==> config.mk <==
export PLATFORM = sky130hd
export DESIGN_NAME = wcps_ctrl
export DESIGN_NICKNAME = d
export VERILOG_FILES = /design/src/hw/rtl/wcps_pkg.sv /design/src/hw/rtl/wcps_ctrl.sv
export SDC_FILE = /design/constraint.sdc
export NUM_CORES = 1
export LEC_CHECK = 0
export BUFFER_PORTS_ARGS = -buffer_cell sky130_fd_sc_hd__buf_2
export CAP_MARGIN = 20
export CORE_AREA = 3 3 40 42
export CTS_CLUSTER_DIAMETER = 100
export CTS_CLUSTER_SIZE = 30
export DETAILED_ROUTE_END_ITERATION = 7
export DIE_AREA = 0 0 43 45
export HOLD_SLACK_MARGIN = 0.06
export PLACE_DENSITY = 0.5
export SLEW_MARGIN = 40
export SYNTH_ARGS = -nofsm -noshare
export SYNTH_HDL_FRONTEND = slang
export SYNTH_SLANG_ARGS = --single-unit
==> constraint.sdc <==
create_clock -name clk -period 1.2 [get_ports clk]
set_clock_uncertainty 0.15 [all_clocks]
set_input_delay 0.06 -clock clk [delete_from_list [all_inputs] [get_ports clk]]
set_output_delay 0.06 -clock clk [all_outputs]
set_load 0.01 [all_outputs]
==> src/hw/rtl/wcps_pkg.sv <==
// shared types, codes and widths of the weighted choice core
package wcps_pkg;

	localparam int TABLE_DEPTH_DEF = 256;

	localparam int KIND_W         = 2;
	localparam int ID_W           = 32;
	localparam int WEIGHT_W       = 24;
	localparam int VALUE_W        = 32;
	localparam int SUM_W          = 32;
	localparam int CHOSEN_INDEX_W = 8;
	localparam int STATUS_W       = 2;

	localparam int IN_TDATA_W  = 88;
	localparam int OUT_TDATA_W = 40;

	localparam logic [KIND_W-1:0] KIND_CLEAR  = 2'd0;
	localparam logic [KIND_W-1:0] KIND_APPEND = 2'd1;
	localparam logic [KIND_W-1:0] KIND_DRAW   = 2'd2;

	localparam logic [STATUS_W-1:0] STATUS_OK     = 2'd0;
	localparam logic [STATUS_W-1:0] STATUS_BEYOND = 2'd1;
	localparam logic [STATUS_W-1:0] STATUS_EMPTY  = 2'd2;

	typedef struct packed {
		logic clear;
		logic append;
		logic start;
		logic issue;
		logic step;
		logic out_load;
	} dp_cmd_t;

	typedef struct packed {
		logic empty;
		logic done;
		logic out_busy;
	} dp_sts_t;

endpackage

==> src/hw/rtl/wcps_ctrl.sv <==
// controller: decodes input transfers and sequences the search
module wcps_ctrl (
	input  logic                        clk,
	input  logic                        arst_n,
	input  logic                        s_axis_tvalid,
	output logic                        s_axis_tready,
	input  logic [wcps_pkg::KIND_W-1:0] kind,
	input  wcps_pkg::dp_sts_t           sts,
	output wcps_pkg::dp_cmd_t           cmd
);
	import wcps_pkg::*;

	typedef enum logic [3:0] {
		ST_IDLE  = 4'b0001,
		ST_ISSUE = 4'b0010,
		ST_LOOK  = 4'b0100,
		ST_FETCH = 4'b1000
	} state_t;

	state_t state_q, state_d;

	always_comb begin
		state_d       = state_q;
		cmd           = '0;
		s_axis_tready = 1'b0;
		unique case (state_q)
			ST_IDLE: begin
				s_axis_tready = 1'b1;
				if (s_axis_tvalid) begin
					unique case (kind)
						KIND_CLEAR:  cmd.clear = 1'b1;
						KIND_APPEND: cmd.append = 1'b1;
						KIND_DRAW: begin
							cmd.start = 1'b1;
							state_d   = sts.empty ? ST_FETCH : ST_ISSUE;
						end
						default: ;
					endcase
				end
			end
			ST_ISSUE: begin
				cmd.issue = 1'b1;
				state_d   = ST_LOOK;
			end
			ST_LOOK: begin
				cmd.step = 1'b1;
				if (sts.done) begin
					state_d = ST_FETCH;
				end
			end
			ST_FETCH: begin
				if (!sts.out_busy) begin
					cmd.out_load = 1'b1;
					state_d      = ST_IDLE;
				end
			end
			default: state_d = ST_IDLE;
		endcase
	end

	always_ff @(posedge clk or negedge arst_n) begin
		if (!arst_n) begin
			state_q <= ST_IDLE;
		end else begin
			state_q <= state_d;
		end
	end

endmodule

==> PnR_summary.wiki <==
{| class="wikitable"
! Metric !! Value
|-
| Ranking of synthesized cells by area || sky130_fd_sc_hd__dfrtp_1 28%, sky130_fd_sc_hd__dfstp_2 9.6%, sky130_fd_sc_hd__nor4b_4 8.7%
|-
| Number of nets at the end of the flow || 70
|-
| Busiest layer in global routing || met2
|-
| Placement Rows || 13
|-
| Die area || 1940 um2
|-
| Slew at the pin closest to its max-slew limit || 288 ps
|-
| Synthesized netlist cell count || 25
|-
| Switching power share of the total || 0.294
|-
| Met1 Usage GRT || 0.0949
|-
| Final Max Slew Viols || 0
|-
| Combinational power share || 0.505
|-
| Clk slew on worst S/H paths || 40 ps
|-
| DPL Wire Length || 535 um
|-
| Sequential Power Share || 0.253
|-
| Remaining global-route overflow || 0
|-
| Crit. End Element || primary output
|-
| Post-synth EDFFs || 0
|-
| X dimension of the die || 43 um
|-
| Global-route wire length before repair || 1300 um
|-
| Via count || 329
|-
| Final number of setup-violating endpoints || 11
|-
| Power per cell area || 1240 nW/um2
|-
| Startpoint class of the critical path || flop
|-
| Unrepaired setup endpoints after global routing || true
|-
| Number of levels the H-tree was split into || 1
|-
| Boundary pin count || 15
|-
| Post-synth net total || 33
|-
| Synthesis warning total || 0
|-
| Failing checks || negative setup slack
|-
| Via count of the first global-routing pass || 331
|-
| Crit path time final || 1600 ps
|-
| Cell-by-cell listing of the critical path || nor4b_4 -> and4bb_1 -> buf_2
|-
| Cell taking the most area after synthesis || sky130_fd_sc_hd__dfrtp_1
|-
| Leakage power of the design || 0.308 nW
|-
| Number of vias per cell || 4.33
|-
| Layout overhead on the synthesized area || 121%
|-
| Placed Instance Area || 424 um2
|-
| Proportion of power drawn by the clock network || 0.241
|-
| Cell family contributing the most delay on the critical path || flip-flops
|-
| Fraction of met3 tracks used by global routing || 0.0359
|-
| Data arrival at the endpoint of the critical path || 1390 ps
|-
| Number of flip-flops under the largest register name || 4
|-
| Internal power || 0.528 mW
|-
| Number of antenna violations at the first check in global routing || 0
|-
| Count of buffers inserted at the top-level ports || 14
|-
| FF+latch count, synth || 4
|-
| Initial standard-cell utilization of the core || 0.212
|-
| Number of distinct standard cells referenced by the synthesized netlist || 20
|-
| Maximum achievable frequency || 625 MHz
|-
| Area taken by multi-input logic gates || 200 um2
|-
| Overall global routing resource usage || 0.0886
|-
| Mean area per synthesized cell || 10.9 um2
|-
| TritonCTS clock tree || done
|-
| Insertion delay of the later-clocked pin in the worst-skew pair || 230 ps
|-
| Final hold vios || 0
|-
| Total number of cells along the worst setup path || 3
|-
| # Max-Cap Violations || 0
|-
| Gpl congestion || 0.703
|-
| Buffers plus inverters on the worst setup path || 1
|-
| Post-detailed-route DRC marker count || 0
|-
| Max clock buf depth || 2
|-
| Proportion of layout cells with a drive suffix above 1 || 0.639
|-
| Post-placement setup slack || -181 ps
|-
| Sink count of the clock tree || 4
|-
| Reported net switching power || 0.219 mW
|-
| Fraction of the cycle the final worst path needs || 1.33
|-
| Outcome || finished with violations
|-
| Sequential cell area fraction in the yosys report || 0.372
|-
| DRT antenna net count || 0
|-
| Diodes inserted || 0
|-
| Most instantiated cells after synthesis || 3 x sky130_fd_sc_hd__dfrtp_1, 3 x sky130_fd_sc_hd__nand2_1, 2 x sky130_fd_sc_hd__nor4b_1
|-
| Async S/R FF share, synth || 1.00
|-
| Aggregate routed wire length || 731 um
|-
| Worst Reg2Reg Path Length in Cells || 5
|-
| CTS root buf || sky130_fd_sc_hd__clkbuf_4
|-
| Hold Crit Start || kind[1]
|-
| Type of the worst setup path || flop to primary output
|-
| Met2 demand-to-capacity share in global routing || 0.165
|-
| TritonRoute pass-1 iters || 1
|-
| Placeable core region || 1280 um2
|-
| Design area || 602 um2
|-
| Critical path peak fanout || 5
|-
| Largest net degree at the start of global routing || 6
|-
| Average wire length per cell after detail routing || 9.62 um
|-
| Number of buffers created by CTS || 3
|-
| Required time reported for the critical path endpoint || 990 ps
|-
| Y dimension of the die || 45 um
|-
| Most flop-heavy register || state_q
|-
| Slowest Stage Delay on Critical Path || 540 ps
|-
| Max-Slew Margin vs Limit || 0.807
|-
| Final worst-path setup slack || -400 ps
|-
| Hold depth || 4
|-
| Count of placed standard cells in the final layout, fillers left out || 76
|-
| Synth top area share || 0.275
|-
| Crit path from || state_q[0]
|-
| Reg-to-Reg Start || state_q[1]
|-
| Max stage delay cell, worst path || sky130_fd_sc_hd__dfstp_2
|-
| Most frequently used flop master after synthesis || sky130_fd_sc_hd__dfrtp_1
|-
| Post-Syn Area || 273 um2
|-
| Number of violations reported at the end of detailed-routing iteration 0 || 0
|-
| Accumulated negative setup slack || -3230 ps
|-
| Maximum vdd ir drop || 0.553 mV
|-
| Biggest regs || state_q x4
|-
| Worst hold-check path type || input pin to flop
|-
| Filler cell count in the final layout || 125
|-
| Number of instances in the placed design || 62
|-
| Sequential standard cell area || 105 um2
|}
power groups by stage:
stage	registers [mW]	clock network (mW)	logic, mW
floorplan	0.198	0	0.128
global placement	0.187	0	0.279
detailed placement	0.186	0	0.279
CTS	0.189	0.186	0.341
global route	0.195	0.196	0.412
finish	0.189	0.180	0.377
metal layers:
layer	wire length [um]	part of all wire
met5	0	0
met4	0	0
met3	41	0.056
met2	368	0.50
met1	322	0.44
cells in the final DEF (no fill, tap or decap), types with 3 or more instances in the layout:
master / netlist / final
sky130_fd_sc_hd__clkbuf_4: 0 / 3
sky130_fd_sc_hd__nor4b_4: 1 / 3
sky130_fd_sc_hd__buf_2: 0 / 11
sky130_fd_sc_hd__dfrtp_2: 0 / 3
sky130_fd_sc_hd__buf_4: 0 / 10
sky130_fd_sc_hd__buf_6: 0 / 6
sky130_fd_sc_hd__dlygate4sd3_1: 0 / 5
sky130_fd_sc_hd__nand2_1: 3 / 3
layout make-up:
cell class / count / share of cell area
tap: 15 / 0.0312
sequential: 4 / 0.175
multi-input combinational: 20 / 0.333
clock buffer: 4 / 0.0437
inverter: 1 / 0.00624
timing repair buffer: 32 / 0.412
worst paths after layout:
check	endpoint	slack, ps
setup / recovery	cmd[5]	-400
hold / removal	state_q[0]	130
setup reg to reg	state_q[0]	-390
hold reg to reg	state_q[0]	570
max in group asynchronous	state_q[3]	170
min in group asynchronous	state_q[0]	150
per-stage QoR:
step | hold WS, ps | util | total power [mW]
5_1_grt | 166 | 0.468 | 0.802
2_1_floorplan | -386 | - | 0.326
6_report | 132 | 0.468 | 0.747
3_3_place_gp | -282 | 0.330 | 0.466
4_1_cts | 118 | 0.434 | 0.716
3_5_place_dp | -283 | 0.330 | 0.466
worst register-to-register path, delay by kind of cell, from the launching register on:
family | cells | cell delay, ps
DFF | 1 | 440
and+or+nand+nor | 2 | 420
AOI/OAI and AO/OA | 1 | 270
buffers and inverters | 2 | 250
cells by family (layout without fill, tap and decap cells):
family | after synthesis | after routing | share of synthesized area
AOI/OAI and AO/OA | 5 | 5 | 0.133
buffers and inverters | 1 | 37 | 0.0137
and+or+nand+nor | 15 | 15 | 0.482
DFF | 4 | 4 | 0.372
what timing repair did:
action,4_1_cts,5_1_grt
hold buffers,5,0
setup endpoints to repair,11,11
setup buffers,2,4
gates resized for setup,8,6
endpoints found under the hold margin,8,0
pin swaps,4,6
No activity file was read; power rests on OpenSTA's default activity.
